[src/rtl/icns_best_png_chunk_finder_unit_assert.svh]
// Assertion macros for the ICNS chunk finder.
// Expects clk and rst_n in the scope of the module that uses them.
`ifndef ICNS_BEST_PNG_CHUNK_FINDER_UNIT_ASSERT_SVH
`define ICNS_BEST_PNG_CHUNK_FINDER_UNIT_ASSERT_SVH

// Same-cycle implication
`define ICNSBP_ASSERT_IMP(lbl, ante, cons) \
    lbl: assert property (@(posedge clk) disable iff (!rst_n) (ante) |-> (cons)) \
        else $error("icnsbp: same-cycle check failed");

// Next-cycle implication
`define ICNSBP_ASSERT_NXT(lbl, ante, cons) \
    lbl: assert property (@(posedge clk) disable iff (!rst_n) (ante) |=> (cons)) \
        else $error("icnsbp: next-cycle check failed");

`endif

[src/rtl/icnsbp_pkg.sv]
// Shared types, codes and tag tables for the ICNS chunk finder.
// No dependencies.
`timescale 1ns / 1ps

package icnsbp_pkg;

    // Walk phases
    typedef enum logic [2:0] {
        PH_HDR  = 3'd0,
        PH_BAD  = 3'd1,
        PH_CHDR = 3'd2,
        PH_PAY  = 3'd3,
        PH_STOP = 3'd4
    } phase_t;

    // Result status codes
    typedef enum logic [1:0] {
        ST_FOUND  = 2'd0,
        ST_SHORT  = 2'd1,
        ST_NONE   = 2'd2,
        ST_BADSIG = 2'd3
    } status_t;

    // One result item
    typedef struct packed {
        status_t     status;
        logic [31:0] offset;
        logic [31:0] size;
        logic [2:0]  prio;
    } result_t;

    localparam logic [31:0] MAGIC_ICNS    = 32'h6963_6E73;
    localparam int          FILE_HDR_LEN  = 8;
    localparam int          CHUNK_HDR_LEN = 8;
    localparam logic [3:0]  NO_PRIO       = 4'd8;
    // start (up to 32 bits) + chunk size (32 bits) + header, without overflow
    localparam int          SUM_W         = 34;

    // PNG tags in priority order, 0 is best
    localparam logic [31:0] PNG_TAGS [8] = '{
        32'h6963_3130, 32'h6963_3134, 32'h6963_3039, 32'h6963_3133,
        32'h6963_3038, 32'h6963_3132, 32'h6963_3037, 32'h6963_3131
    };

    // PNG signature, first four bytes
    localparam logic [7:0] PNG_SIG [4] = '{8'h89, 8'h50, 8'h4E, 8'h47};

    // Returns {hit, priority} for a chunk tag
    function automatic logic [3:0] tag_match(input logic [31:0] tag);
        logic [3:0] res;
        res = '0;
        for (int i = 7; i >= 0; i--) begin
            if (PNG_TAGS[i] == tag) begin
                res = {1'b1, 3'(i)};
            end
        end
        return res;
    endfunction

endpackage

[src/rtl/icns_best_png_chunk_finder_unit.sv]
// Top level of the ICNS best-PNG chunk finder: byte walker and result logic.
// Depends on icnsbp_pkg, icnsbp_result and the assertion macro header.
//
//  channel | dir | handshake            | payload
//  --------+-----+----------------------+------------------------------------------
//  in      | in  | in_valid / in_stall  | data_byte, last_byte
//  out     | out | out_valid / out_stall| status, data_offset, data_size, chosen_priority
//
// One byte per cycle while in_stall is low; the walker state updates at the transfer edge and the
// result appears in the output register in the cycle after the final byte.
// in_stall rises only for a final byte while an earlier result is held.
// Reset (async, active low) starts a new file; a final byte does the same.
// No clearing pass: all state is in flip-flops.
`timescale 1ns / 1ps
`include "icns_best_png_chunk_finder_unit_assert.svh"

module icns_best_png_chunk_finder_unit #(
    parameter int OFFSET_WIDTH = 32
) (
    input  logic        clk,
    input  logic        rst_n,
    input  logic        in_valid,
    output logic        in_stall,
    input  logic [7:0]  data_byte,
    input  logic        last_byte,
    output logic        out_valid,
    input  logic        out_stall,
    output logic [1:0]  status,
    output logic [31:0] data_offset,
    output logic [31:0] data_size,
    output logic [2:0]  chosen_priority
);
    import icnsbp_pkg::*;

    localparam logic [OFFSET_WIDTH-1:0] OFF_MAX   = '1;
    localparam logic [31:0]             OFF_MAX32 = 32'(OFF_MAX);

    // state
    phase_t                  phase_reg, phase_next, phase_walk;
    logic [2:0]              sub_cnt_reg, sub_cnt_next;
    logic [31:0]             hdr_word_reg, hdr_word_next;
    logic [OFFSET_WIDTH-1:0] end_limit_reg, end_limit_next;
    logic [OFFSET_WIDTH-1:0] chunk_start_reg, chunk_start_next;
    logic [OFFSET_WIDTH-1:0] chunk_end_reg, chunk_end_next;
    logic                    cont_ok_reg, cont_ok_next;
    logic [OFFSET_WIDTH-1:0] pay_len_reg, pay_len_next;
    logic [OFFSET_WIDTH-1:0] pay_left_reg, pay_left_next;
    logic                    pend_valid_reg, pend_valid_next;
    logic                    pend_sig_reg, pend_sig_next;
    logic [2:0]              pend_prio_reg, pend_prio_next;
    logic [3:0]              best_prio_reg, best_prio_next;
    logic [OFFSET_WIDTH-1:0] best_offset_reg, best_offset_next;
    logic [OFFSET_WIDTH-1:0] best_len_reg, best_len_next;
    logic                    best_sig_reg, best_sig_next;

    // decode
    logic                    accept;
    logic [31:0]             word;
    logic [OFFSET_WIDTH-1:0] limit_val;
    logic                    first_ok;
    logic                    hdr_bad, hdr_done;
    logic                    tag_step, size_step, size_bad;
    logic [3:0]              tag_res;
    logic [SUM_W-1:0]        sum_end, sum_cont;
    logic                    cont_now;
    logic                    pend_keep;
    logic                    sig_clr, pend_sig_cur;
    logic                    fin_size, pay_last, fin;
    logic                    fin_valid, fin_sig, fin_cont, fin_stop;
    logic [OFFSET_WIDTH-1:0] fin_len, fin_end, start8;
    logic                    best_upd;
    logic [3:0]              best_prio_w;
    logic [OFFSET_WIDTH-1:0] best_offset_w, best_len_w;
    logic                    best_sig_w;
    logic                    short_file;
    result_t                 res;

    // a final byte needs room in the output register
    assign in_stall = out_valid && out_stall && last_byte;
    assign accept   = in_valid && !in_stall;

    // byte decode
    always_comb
    begin
        word      = {hdr_word_reg[23:0], data_byte};
        limit_val = (word > OFF_MAX32) ? OFF_MAX : word[OFFSET_WIDTH-1:0];
        first_ok  = limit_val >= OFFSET_WIDTH'(FILE_HDR_LEN + CHUNK_HDR_LEN);
        hdr_bad   = (phase_reg == PH_HDR) && (sub_cnt_reg == 3'd3) && (word != MAGIC_ICNS);
        hdr_done  = (phase_reg == PH_HDR) && (sub_cnt_reg == 3'd7);
        tag_step  = (phase_reg == PH_CHDR) && (sub_cnt_reg == 3'd3);
        size_step = (phase_reg == PH_CHDR) && (sub_cnt_reg == 3'd7);
        tag_res   = tag_match(word);

        // chunk bounds against the declared size
        sum_end   = SUM_W'(chunk_start_reg) + SUM_W'(word);
        sum_cont  = sum_end + SUM_W'(CHUNK_HDR_LEN);
        cont_now  = sum_cont <= SUM_W'(end_limit_reg);
        size_bad  = (word < 32'(CHUNK_HDR_LEN)) || (sum_end > SUM_W'(end_limit_reg));
        pend_keep = pend_valid_reg && ({1'b0, pend_prio_reg} < best_prio_reg);

        // signature check on the first payload bytes
        sig_clr      = (phase_reg == PH_PAY) && !sub_cnt_reg[2] && pend_valid_reg
                       && (data_byte != PNG_SIG[sub_cnt_reg[1:0]]);
        pend_sig_cur = pend_sig_reg && !sig_clr;

        // chunk completion
        fin_size  = size_step && !size_bad && (word == 32'(CHUNK_HDR_LEN));
        pay_last  = (phase_reg == PH_PAY) && (pay_left_reg == OFFSET_WIDTH'(1));
        fin       = fin_size || pay_last;
        fin_valid = fin_size ? pend_keep : pend_valid_reg;
        fin_sig   = fin_size ? pend_sig_reg : pend_sig_cur;
        fin_cont  = fin_size ? cont_now : cont_ok_reg;
        fin_len   = fin_size ? '0 : pay_len_reg;
        fin_end   = fin_size ? sum_end[OFFSET_WIDTH-1:0] : chunk_end_reg;
        fin_stop  = fin && ((fin_valid && (pend_prio_reg == 3'd0)) || !fin_cont);
        start8    = chunk_start_reg + OFFSET_WIDTH'(CHUNK_HDR_LEN);
    end

    // next phase
    always_comb
    begin
        phase_walk = phase_reg;
        case (phase_reg)
            PH_HDR:
            begin
                if (hdr_bad)
                begin
                    phase_walk = PH_BAD;
                end
                else if (hdr_done)
                begin
                    phase_walk = first_ok ? PH_CHDR : PH_STOP;
                end
            end
            PH_CHDR:
            begin
                if (size_step)
                begin
                    if (size_bad)
                    begin
                        phase_walk = PH_STOP;
                    end
                    else if (fin_size)
                    begin
                        phase_walk = fin_stop ? PH_STOP : PH_CHDR;
                    end
                    else
                    begin
                        phase_walk = PH_PAY;
                    end
                end
            end
            PH_PAY:
            begin
                if (pay_last)
                begin
                    phase_walk = fin_stop ? PH_STOP : PH_CHDR;
                end
            end
            default:
            begin
                phase_walk = phase_reg;
            end
        endcase

        phase_next = phase_reg;
        if (accept)
        begin
            phase_next = last_byte ? PH_HDR : phase_walk;
        end
    end

    // best-chunk update at chunk completion
    always_comb
    begin
        best_upd      = fin && fin_valid;
        best_prio_w   = best_upd ? {1'b0, pend_prio_reg} : best_prio_reg;
        best_offset_w = best_upd ? start8 : best_offset_reg;
        best_len_w    = best_upd ? fin_len : best_len_reg;
        best_sig_w    = best_upd ? fin_sig : best_sig_reg;
    end

    // walker datapath
    always_comb
    begin
        sub_cnt_next     = sub_cnt_reg;
        hdr_word_next    = hdr_word_reg;
        end_limit_next   = end_limit_reg;
        chunk_start_next = chunk_start_reg;
        chunk_end_next   = chunk_end_reg;
        cont_ok_next     = cont_ok_reg;
        pay_len_next     = pay_len_reg;
        pay_left_next    = pay_left_reg;
        pend_valid_next  = pend_valid_reg;
        pend_sig_next    = pend_sig_reg;
        pend_prio_next   = pend_prio_reg;
        best_prio_next   = best_prio_reg;
        best_offset_next = best_offset_reg;
        best_len_next    = best_len_reg;
        best_sig_next    = best_sig_reg;

        if (accept)
        begin
            case (phase_reg)
                PH_HDR:
                begin
                    hdr_word_next = word;
                    sub_cnt_next  = sub_cnt_reg + 3'd1;
                    if (hdr_done)
                    begin
                        end_limit_next   = limit_val;
                        chunk_start_next = OFFSET_WIDTH'(FILE_HDR_LEN);
                        hdr_word_next    = '0;
                    end
                end
                PH_CHDR:
                begin
                    hdr_word_next = word;
                    sub_cnt_next  = sub_cnt_reg + 3'd1;
                    if (tag_step)
                    begin
                        pend_valid_next = tag_res[3];
                        pend_sig_next   = tag_res[3];
                        pend_prio_next  = tag_res[2:0];
                    end
                    else if (size_step)
                    begin
                        if (size_bad)
                        begin
                            pend_valid_next = 1'b0;
                        end
                        else
                        begin
                            chunk_end_next  = sum_end[OFFSET_WIDTH-1:0];
                            cont_ok_next    = cont_now;
                            pay_len_next    = OFFSET_WIDTH'(word - 32'(CHUNK_HDR_LEN));
                            pay_left_next   = OFFSET_WIDTH'(word - 32'(CHUNK_HDR_LEN));
                            pend_valid_next = pend_keep;
                        end
                    end
                end
                PH_PAY:
                begin
                    if (!sub_cnt_reg[2])
                    begin
                        sub_cnt_next = sub_cnt_reg + 3'd1;
                    end
                    pend_sig_next = pend_sig_cur;
                    pay_left_next = pay_left_reg - OFFSET_WIDTH'(1);
                end
                default:
                begin
                    sub_cnt_next = sub_cnt_reg;
                end
            endcase

            // chunk complete: fold candidate, move to next header unless the walk stops
            if (fin)
            begin
                best_prio_next   = best_prio_w;
                best_offset_next = best_offset_w;
                best_len_next    = best_len_w;
                best_sig_next    = best_sig_w;
                pend_valid_next  = 1'b0;
                if (!fin_stop)
                begin
                    chunk_start_next = fin_end;
                    sub_cnt_next     = '0;
                    hdr_word_next    = '0;
                end
            end

            // final byte: back to the start of a file
            if (last_byte)
            begin
                sub_cnt_next     = '0;
                hdr_word_next    = '0;
                end_limit_next   = '0;
                chunk_start_next = OFFSET_WIDTH'(FILE_HDR_LEN);
                pend_valid_next  = 1'b0;
                pend_sig_next    = 1'b0;
                pend_prio_next   = '0;
                best_prio_next   = NO_PRIO;
                best_offset_next = '0;
                best_len_next    = '0;
                best_sig_next    = 1'b0;
            end
        end
    end

    // result of the final byte
    always_comb
    begin
        short_file = (phase_reg == PH_HDR) && (sub_cnt_reg < 3'd7);
        res        = '{status: ST_NONE, offset: '0, size: '0, prio: '0};
        if (short_file || (phase_walk == PH_BAD))
        begin
            res.status = ST_SHORT;
        end
        else if ((best_prio_w >= NO_PRIO) || (best_len_w == '0))
        begin
            res.status = ST_NONE;
        end
        else
        begin
            res.status = ((best_len_w < OFFSET_WIDTH'(8)) || !best_sig_w) ? ST_BADSIG
                                                                           : ST_FOUND;
            res.offset = 32'(best_offset_w);
            res.size   = 32'(best_len_w);
            res.prio   = best_prio_w[2:0];
        end
    end

    // walker registers
    always_ff @(posedge clk or negedge rst_n)
    begin
        if (!rst_n)
        begin
            phase_reg       <= PH_HDR;
            sub_cnt_reg     <= '0;
            hdr_word_reg    <= '0;
            end_limit_reg   <= '0;
            chunk_start_reg <= OFFSET_WIDTH'(FILE_HDR_LEN);
            chunk_end_reg   <= '0;
            cont_ok_reg     <= 1'b0;
            pay_len_reg     <= '0;
            pay_left_reg    <= '0;
            pend_valid_reg  <= 1'b0;
            pend_sig_reg    <= 1'b0;
            pend_prio_reg   <= '0;
            best_prio_reg   <= NO_PRIO;
            best_offset_reg <= '0;
            best_len_reg    <= '0;
            best_sig_reg    <= 1'b0;
        end
        else
        begin
            phase_reg       <= phase_next;
            sub_cnt_reg     <= sub_cnt_next;
            hdr_word_reg    <= hdr_word_next;
            end_limit_reg   <= end_limit_next;
            chunk_start_reg <= chunk_start_next;
            chunk_end_reg   <= chunk_end_next;
            cont_ok_reg     <= cont_ok_next;
            pay_len_reg     <= pay_len_next;
            pay_left_reg    <= pay_left_next;
            pend_valid_reg  <= pend_valid_next;
            pend_sig_reg    <= pend_sig_next;
            pend_prio_reg   <= pend_prio_next;
            best_prio_reg   <= best_prio_next;
            best_offset_reg <= best_offset_next;
            best_len_reg    <= best_len_next;
            best_sig_reg    <= best_sig_next;
        end
    end

    // result register
    icnsbp_result u_result (
        .clk             (clk),
        .rst_n           (rst_n),
        .load            (accept && last_byte),
        .res             (res),
        .out_valid       (out_valid),
        .out_stall       (out_stall),
        .status          (status),
        .data_offset     (data_offset),
        .data_size       (data_size),
        .chosen_priority (chosen_priority)
    );

    // checks
    `ICNSBP_ASSERT_NXT(a_last_loads_result, in_valid && !in_stall && last_byte, out_valid)
    `ICNSBP_ASSERT_NXT(a_restart_after_last, in_valid && !in_stall && last_byte, phase_reg == PH_HDR && best_prio_reg == NO_PRIO)
    `ICNSBP_ASSERT_IMP(a_empty_fields, out_valid && (status == ST_SHORT || status == ST_NONE), data_offset == '0 && data_size == '0 && chosen_priority == '0)

endmodule

[src/rtl/icnsbp_result.sv]
// Output register for the ICNS chunk finder result channel.
// Depends on icnsbp_pkg (result_t).
`timescale 1ns / 1ps

module icnsbp_result (
    input  logic                 clk,
    input  logic                 rst_n,
    input  logic                 load,
    input  icnsbp_pkg::result_t  res,
    output logic                 out_valid,
    input  logic                 out_stall,
    output logic [1:0]           status,
    output logic [31:0]          data_offset,
    output logic [31:0]          data_size,
    output logic [2:0]           chosen_priority
);
    import icnsbp_pkg::*;

    logic    valid_reg;
    logic    valid_next;
    result_t res_reg;

    // valid holds until the transfer completes, a load refills it
    always_comb
    begin
        valid_next = valid_reg;
        if (load)
        begin
            valid_next = 1'b1;
        end
        else if (!out_stall)
        begin
            valid_next = 1'b0;
        end
    end

    always_ff @(posedge clk or negedge rst_n)
    begin
        if (!rst_n)
        begin
            valid_reg <= 1'b0;
        end
        else
        begin
            valid_reg <= valid_next;
        end
    end

    // payload, no reset needed
    always_ff @(posedge clk)
    begin
        if (load)
        begin
            res_reg <= res;
        end
    end

    assign out_valid       = valid_reg;
    assign status          = res_reg.status;
    assign data_offset     = res_reg.offset;
    assign data_size       = res_reg.size;
    assign chosen_priority = res_reg.prio;

endmodule
[config.mk]
export PLATFORM = sky130hd
export DESIGN_NAME = icns_best_png_chunk_finder_unit
export DESIGN_NICKNAME = d
export VERILOG_FILES = /design/src/rtl/icnsbp_pkg.sv /design/src/rtl/icns_best_png_chunk_finder_unit.sv /design/src/rtl/icnsbp_result.sv
export VERILOG_INCLUDE_DIRS = /design/src /design/src/rtl
export SDC_FILE = /design/constraint.sdc
export NUM_CORES = 1
export LEC_CHECK = 0
export ABC_AREA = 1
export CELL_PAD_IN_SITES_DETAIL_PLACEMENT = 1
export CELL_PAD_IN_SITES_GLOBAL_PLACEMENT = 2
export CORE_MARGIN = 2
export CORE_UTILIZATION = 38
export DETAILED_ROUTE_END_ITERATION = 8
export DONT_BUFFER_PORTS = 1
export PLACE_DENSITY = 0.89
export SYNTH_ARGS = -nofsm -noshare
export SYNTH_HDL_FRONTEND = slang
export SYNTH_HIERARCHICAL = 1
export SYNTH_SLANG_ARGS = --single-unit
[constraint.sdc]
create_clock -name clk -period 6.6 [get_ports clk]
set_input_delay 0 -clock clk [delete_from_list [all_inputs] [get_ports clk]]
set_output_delay 0 -clock clk [all_outputs]
set_load 0.05 [all_outputs]
==> results.json, run 1 <==
{
  "synth_warnings": 6,
  "detail_route.wl_per_cell_um": 23.06,
  "power_frac_clock": 0.308,
  "power_leakage_nw": 12.17,
  "fmax_ghz": 0.1613,
  "fin_skew_ns": 0.02976,
  "synth-seq-area-share": 0.3852,
  "fin_tns_setup_ns": 0,
  "crit_required_ns": 6.93,
  "setup_viol": 0,
  "cts_tree": "done",
  "clock_sinks": 335,
  "critPathLaunch": "chunk_start_reg[3]",
  "drt_wl_total_mm": 91.59,
  "tightest_slew_ns": 1.284,
  "r2r_start": "chunk_start_reg[3]",
  "drc": 0,
  "yosys_most_used_dff": "dfrtp_1",
  "drt_pass1_iterations": 5,
  "grt_max_degree": 267,
  "place_ws_ns": -0.3212,
  "p_per_area_mw_per_mm2": 296.0,
  "post-route-period-util": 0.9394,
  "io_pins": 84,
  "critPathMaxFanout": 23,
  "fillerInstances": 7398,
  "p_seq_frac": 0.337,
  "core_mm2": 0.05902,
  "synth-seq-cells": 335,
  "power_frac_comb": 0.355,
  "cts_max_path_buffers": 3,
  "root_buffer": "clkbuf_16",
  "critPathArrivalTime_ns": 6.53,
  "hold_ws_ns": -0.02312,
  "period_needed_ns": 6.200,
  "drv_cap": 0,
  "area_growth_pct": 12.24,
  "overflow": 0,
  "path_class": "register to register",
  "slew_violations": 0,
  "start_util": 0.3840,
  "syn_avg_cell_area_um2": 7.192,
  "num_vias": 22198,
  "layout.cells.non_filler": 3972,
  "cts_buffers": 42,
  "switchingPower_mw": 3.118,
  "setup_ws_ns": 0.3997,
  "die_x_um": 248.2,
  "violations": "negative hold slack",
  "end_kind": "register",
  "drive_gt1_frac": 0.07911,
  "die_h_um": 248.2,
  "synth_area_mm2": 0.02266,
  "crit_top_cell": "nand2_1",
  "clkSlewWorstSetupHoldPaths_ns": 0.06,
  "syn_inst": 3151,
  "finalHoldViolations": 1,
  "register_area_mm2": 0.008731,
  "dp_hpwl_mm": 70.13,
  "internal-power_mw": 4.412,
  "place.gp.congestion": 0.9604,
  "antenna_found_initial": 2,
  "peakVddDrop_mv": 0.1865,
  "grt_first_pass_wirelength_mm": 137.5,
  "hold_path.class": "input port to asynchronous set/reset pin",
  "drt-initial-drc-count": 1423,
  "switching_share": 0.4141,
  "die-area_mm2": 0.06161,
  "grt_pass1_vias": 22765,
  "syn_nets": 3272,
  "slew_headroom": 0.1421,
  "multi_input_area_mm2": 0.01167,
  "rsz0062_at_grt": "no",
  "post-route-util": 0.4310,
  "synthDistinctLibCells": 55,
  "synth-edff-count": 69,
  "finalNetCount": 3285,
  "slowest_delay_ns": 0.65,
  "grt_usage": 0.2949,
  "status": "complete, but fails checks",
  "placedCellCount": 3874,
  "htree_levels": 2,
  "crit_slowest_cell": "dfstp_2",
  "async_reset_ff_frac": 0.7940,
  "rows": 89,
  "r2r-end": "u_result/data_size[20]",
  "rrSetupSlack_ns": 0.40,
  "port_buffers": 0,
  "startpoint_type": "register",
  "ant_nets": 0,
  "worstSkewPairLatency_ns": 0.60,
  "routed_via_density": 5.589,
  "reg2reg_depth": 40
}
## cells in the mapped netlist (all sizes together) (7+ instances only)
master     n  area share
nand2    776        0.13
o211ai    14      0.0046
a31oi     10      0.0028
buf       34       0.011
nor3      50       0.011
nand3b    31       0.010
a22o      19      0.0073
xor2      70       0.027
inv      485       0.080
a32o       7      0.0031
o21ai    299       0.066
clkbuf    83       0.014
ha       107       0.059
nor2     350       0.063
o2111ai    7      0.0027
dfrtp    264        0.29
o22ai     83       0.023
nand4     30      0.0083
nor4      23      0.0063
a21oi     96       0.022
edfxtp    69       0.091
nand3    180       0.040
## worst max-delay path, delay by kind of cell (launching register included)
family,cells,cell delay (ns)
AO/OA/AOI/OAI,2,0.40
XOR/XNOR,1,0.19
adder cells (fa/ha/maj),2,0.65
buffers and inverters,5,0.70
flip-flops,1,0.65
AND/OR/NAND/NOR,30,3.33
## repair_timing
action | CTS | global route
hold buffers | 15 | 0
setup endpoints to repair | 114 | 148
gates resized for setup | 3 | 26
endpoints found under the hold margin | 355 | 0
setup buffers | 0 | 1
cloned | 0 | 2
## final cells by class
| class | instances | share of cell area |
|---|---|---|
| diodes | 1 | 0.00009838 |
| clock inverters | 15 | 0.007132 |
| inverters | 490 | 0.07241 |
| flip-flops and latches | 335 | 0.3432 |
| repair buffers | 86 | 0.03379 |
| well taps | 773 | 0.03802 |
| multi-input cells | 2209 | 0.4589 |
| clock buffers | 63 | 0.04638 |
## cell usage in the layout (no fill, tap or decap), types with 7 or more instances in the layout
cell type,count
nand2_1,752
inv_1,465
nor2_1,307
o21ai_0,293
dfrtp_1,264
nand3_1,176
ha_1,101
a21oi_1,91
o22ai_1,83
xor2_1,69
edfxtp_1,69
buf_4,59
nor3_1,47
clkbuf_16,44
nor2_2,37
nand3b_1,31
nand4_1,30
nand2_2,21
nor4_1,21
inv_2,19
a22o_1,19
clkbuf_1,16
o211ai_1,14
dlygate4sd3_1,14
a31oi_1,10
buf_12,8
o2111ai_1,7
a32o_1,7
## kinds of logic (layout without fill, tap and decap cells)
kind of cell    Yosys count  in the layout  synth area share
other cells               0              1                 0
xor+xnor                 76             76           0.02970
simple gates           1447           1447            0.2727
buf+inv                 607            654            0.1054
flops                   335            335            0.3852
fa+ha+maj               108            108           0.05996
compound gates          578            578            0.1469
## power groups by stage
stage | clock, mW | sequential, mW | combinational [mW]
after floorplan | 0 | 2.49 | 1.73
after global placement | 0 | 2.55 | 2.39
after detailed placement | 0 | 2.56 | 2.46
after CTS | 2.35 | 2.53 | 2.53
after global routing | 2.44 | 2.55 | 2.93
final | 2.32 | 2.54 | 2.67
## layer usage
metal / vias to the layer above / wire length (um) / global-route usage
li1: 10306 / - / -
met1: 11108 / 38790 / 0.3656
met2: 575 / 43690 / 0.5017
met3: 207 / 3782 / 0.03555
met4: 2 / 5318 / 0.1567
met5: - / 11 / 0
## how the worst max path moves through the flow
stage,to,slack (ns),cells after the start
2_1_floorplan,u_result/data_offset[22],1.19,41
3_3_place_gp,u_result/data_offset[15],-0.06,36
3_5_place_dp,u_result/data_offset[11],-0.32,36
4_1_cts,u_result/data_offset[24],0.04,40
5_1_grt,u_result/data_offset[6],0.008,41
6_report,u_result/data_size[20],0.40,40
## metrics by stage
stage / area [um^2] / total power [mW]
floorplan: 22660 / 4.220
global placement: 23710 / 4.944
detailed placement: 23710 / 5.028
CTS: 25270 / 7.408
global route: 25430 / 7.915
finish: 25440 / 7.530
No activity file was read; power rests on OpenSTA's default activity.
==> run 2: changes to the inputs <==
Settings changed: CORE_ASPECT_RATIO set to 0.6, CORE_MARGIN 2 to not set.
==> run 2 against run 1 <==
Net effect: the flow finishes with violations (max-capacitance violations, max-slew violations); clock power shrank 9.1%; critical endpoint is now hdr_word_reg[2]; critical path type unchanged; register-to-register slack got worse by 0.14 ns; count of clock-buffer cells in the layout shrank 13; largest cell class unchanged.
==> results.json, run 2 (synthesized netlist as in run 1, its figures left out) <==
{
  "status": "complete, but fails checks",
  "violations": "max-capacitance violations, max-slew violations",
  "path_class": "register to register",
  "power_leakage_nw": 12.41,
  "power_frac_comb": 0.410,
  "die-area_mm2": 0.06065,
  "routed_via_density": 5.713,
  "grt_pass1_vias": 22480,
  "drt_pass1_iterations": 5,
  "place_ws_ns": -0.5339,
  "core_mm2": 0.05820,
  "place.gp.congestion": 1.058,
  "whs_path_depth": 6,
  "dp_hpwl_mm": 75.42,
  "fin_tns_setup_ns": 0,
  "die_h_um": 191.2,
  "peakVddDrop_mv": 0.1746,
  "power_frac_clock": 0.263,
  "port_buffers": 0,
  "start_util": 0.3894,
  "drc": 0,
  "p_seq_frac": 0.326,
  "register_area_mm2": 0.008738,
  "crit_required_ns": 6.99,
  "switching_share": 0.4362,
  "finalNetCount": 3329,
  "detail_route.wl_per_cell_um": 24.94,
  "crit_top_cell": "nand2_1",
  "slew_violations": 4,
  "period_needed_ns": 6.339,
  "slowest_delay_ns": 0.44,
  "critPathArrivalTime_ns": 6.73,
  "grt_usage": 0.3231,
  "p_per_area_mw_per_mm2": 308.9,
  "area_growth_pct": 14.24,
  "finalHoldViolations": 0,
  "hold_path_end": "pend_prio_reg[1]",
  "clkSlewWorstSetupHoldPaths_ns": 0.07,
  "drive_gt1_frac": 0.1020,
  "hold_path.class": "input port to register",
  "fmax_ghz": 0.1577,
  "num_vias": 22893,
  "crit_slowest_cell": "o22ai_1",
  "layout.cells.non_filler": 4007,
  "grt_first_pass_wirelength_mm": 145.7,
  "hp-start": "data_byte[1]",
  "cts_tree": "done",
  "multi_input_area_mm2": 0.01187,
  "drv_cap": 1,
  "cts_buffers": 36,
  "post-route-period-util": 0.9605,
  "htree_levels": 2,
  "r2r-end": "hdr_word_reg[2]",
  "clock_sinks": 335,
  "antenna_found_initial": 4,
  "overflow": 0,
  "ant_nets": 0,
  "cts_max_path_buffers": 3,
  "fin_area_mm2": 0.02589,
  "setup_ws_ns": 0.2605,
  "internal-power_mw": 4.509,
  "fin_skew_ns": 0.01761,
  "placedCellCount": 3899,
  "final_common_cell": "nand2_1",
  "post-route-util": 0.4449,
  "fillerInstances": 7350,
  "die_x_um": 317.3,
  "startpoint_type": "register",
  "mostFrequentLayoutCells": "nand2_1 (743), inv_1 (463), nor2_1 (300), o21ai_0 (292), dfrtp_1 (258)",
  "switchingPower_mw": 3.488,
  "critPathMaxFanout": 24,
  "r2r_start": "chunk_start_reg[0]",
  "placed_area_mm2": 0.02392,
  "io_pins": 84,
  "drt-initial-drc-count": 2303,
  "end_kind": "register",
  "rows": 68,
  "drt_wl_total_mm": 99.94,
  "root_buffer": "clkbuf_16",
  "reg2reg_depth": 36,
  "rrSetupSlack_ns": 0.26,
  "tightest_slew_ns": 1.594,
  "slew_headroom": -0.07366,
  "setup_viol": 0,
  "grt_max_degree": 267,
  "worstSkewPairLatency_ns": 0.57
}
run 2: cell count changes in the layout (fill, tap and decap cells not counted), sizes merged:
cell and delta:
buf +44, clkbuf -10, clkinvlp -1, clkinv +2, dlygate4sd3 +2, nand2 +1
run 2: how the worst max path moves through the flow:
stage | startpoint | to | slack (ns) | depth (start not counted)
6_report | chunk_start_reg[0] | hdr_word_reg[2] | 0.26 | 36
5_1_grt | chunk_start_reg[0] | u_result/data_size[25] | -0.08 | 40
4_1_cts | chunk_start_reg[0] | u_result/data_size[30] | 0.01 | 40
3_5_place_dp | chunk_start_reg[0] | u_result/data_size[30] | -0.53 | 39
3_3_place_gp | chunk_start_reg[0] | u_result/data_size[20] | -0.45 | 39
2_1_floorplan | chunk_start_reg[0] | u_result/data_offset[22] | 1.19 | 41
run 2: what timing repair did:
item,in CTS,in global routing
hold buffers,16,1
hold endpoints to repair,342,1
resized for setup,8,68
setup buffers,0,14
pin swaps,0,16
cloned,1,8
setup endpoints to repair,123,137
run 2: cell type report:
| type | instances | area share |
|---|---|---|
| Inverter | 490 | 0.07104 |
| Multi-Input combinational cell | 2210 | 0.4586 |
| Tap cell | 770 | 0.03721 |
| Clock buffer | 50 | 0.03881 |
| Antenna cell | 1 | 0.00009665 |
| Sequential cell | 335 | 0.3375 |
| Timing Repair Buffer | 135 | 0.05118 |
| Clock inverter | 16 | 0.005557 |
run 2: power groups by stage:
stage / Combinational (mW) / Sequential [mW] / Clock (mW)
2_1_floorplan: 1.73 / 2.49 / 0
3_3_place_gp: 2.51 / 2.60 / 0
3_5_place_dp: 2.59 / 2.61 / 0
4_1_cts: 2.76 / 2.57 / 2.12
5_1_grt: 3.51 / 2.61 / 2.19
6_report: 3.28 / 2.61 / 2.11
run 2: stage by stage:
step | hold WS [ns] | total power [mW]
floorplan | -0.2956 | 4.220
global placement | -0.2813 | 5.111
detailed placement | -0.2819 | 5.204
CTS | 0.0007970 | 7.451
global route | 0.07569 | 8.310
finish | 0.03442 | 7.997
run 2: per-layer routing:
layer,GRT usage,routed length [um],up-vias
li1,-,-,10385
met2,0.4231,38490,925
met5,0,10,-
met1,0.4683,46470,11449
met4,0.07508,2142,2
met3,0.1526,12830,132
run 2: critical path: cells and delay by family (launching register included):
family | cells | cell delay (ns)
adders and majority gates | 4 | 1.11
and+or+nand+nor | 21 | 2.59
buffers and inverters | 6 | 0.70
AOI/OAI and AO/OA | 3 | 0.96
xor gates and xnor gates | 2 | 0.37
DFF | 1 | 0.41
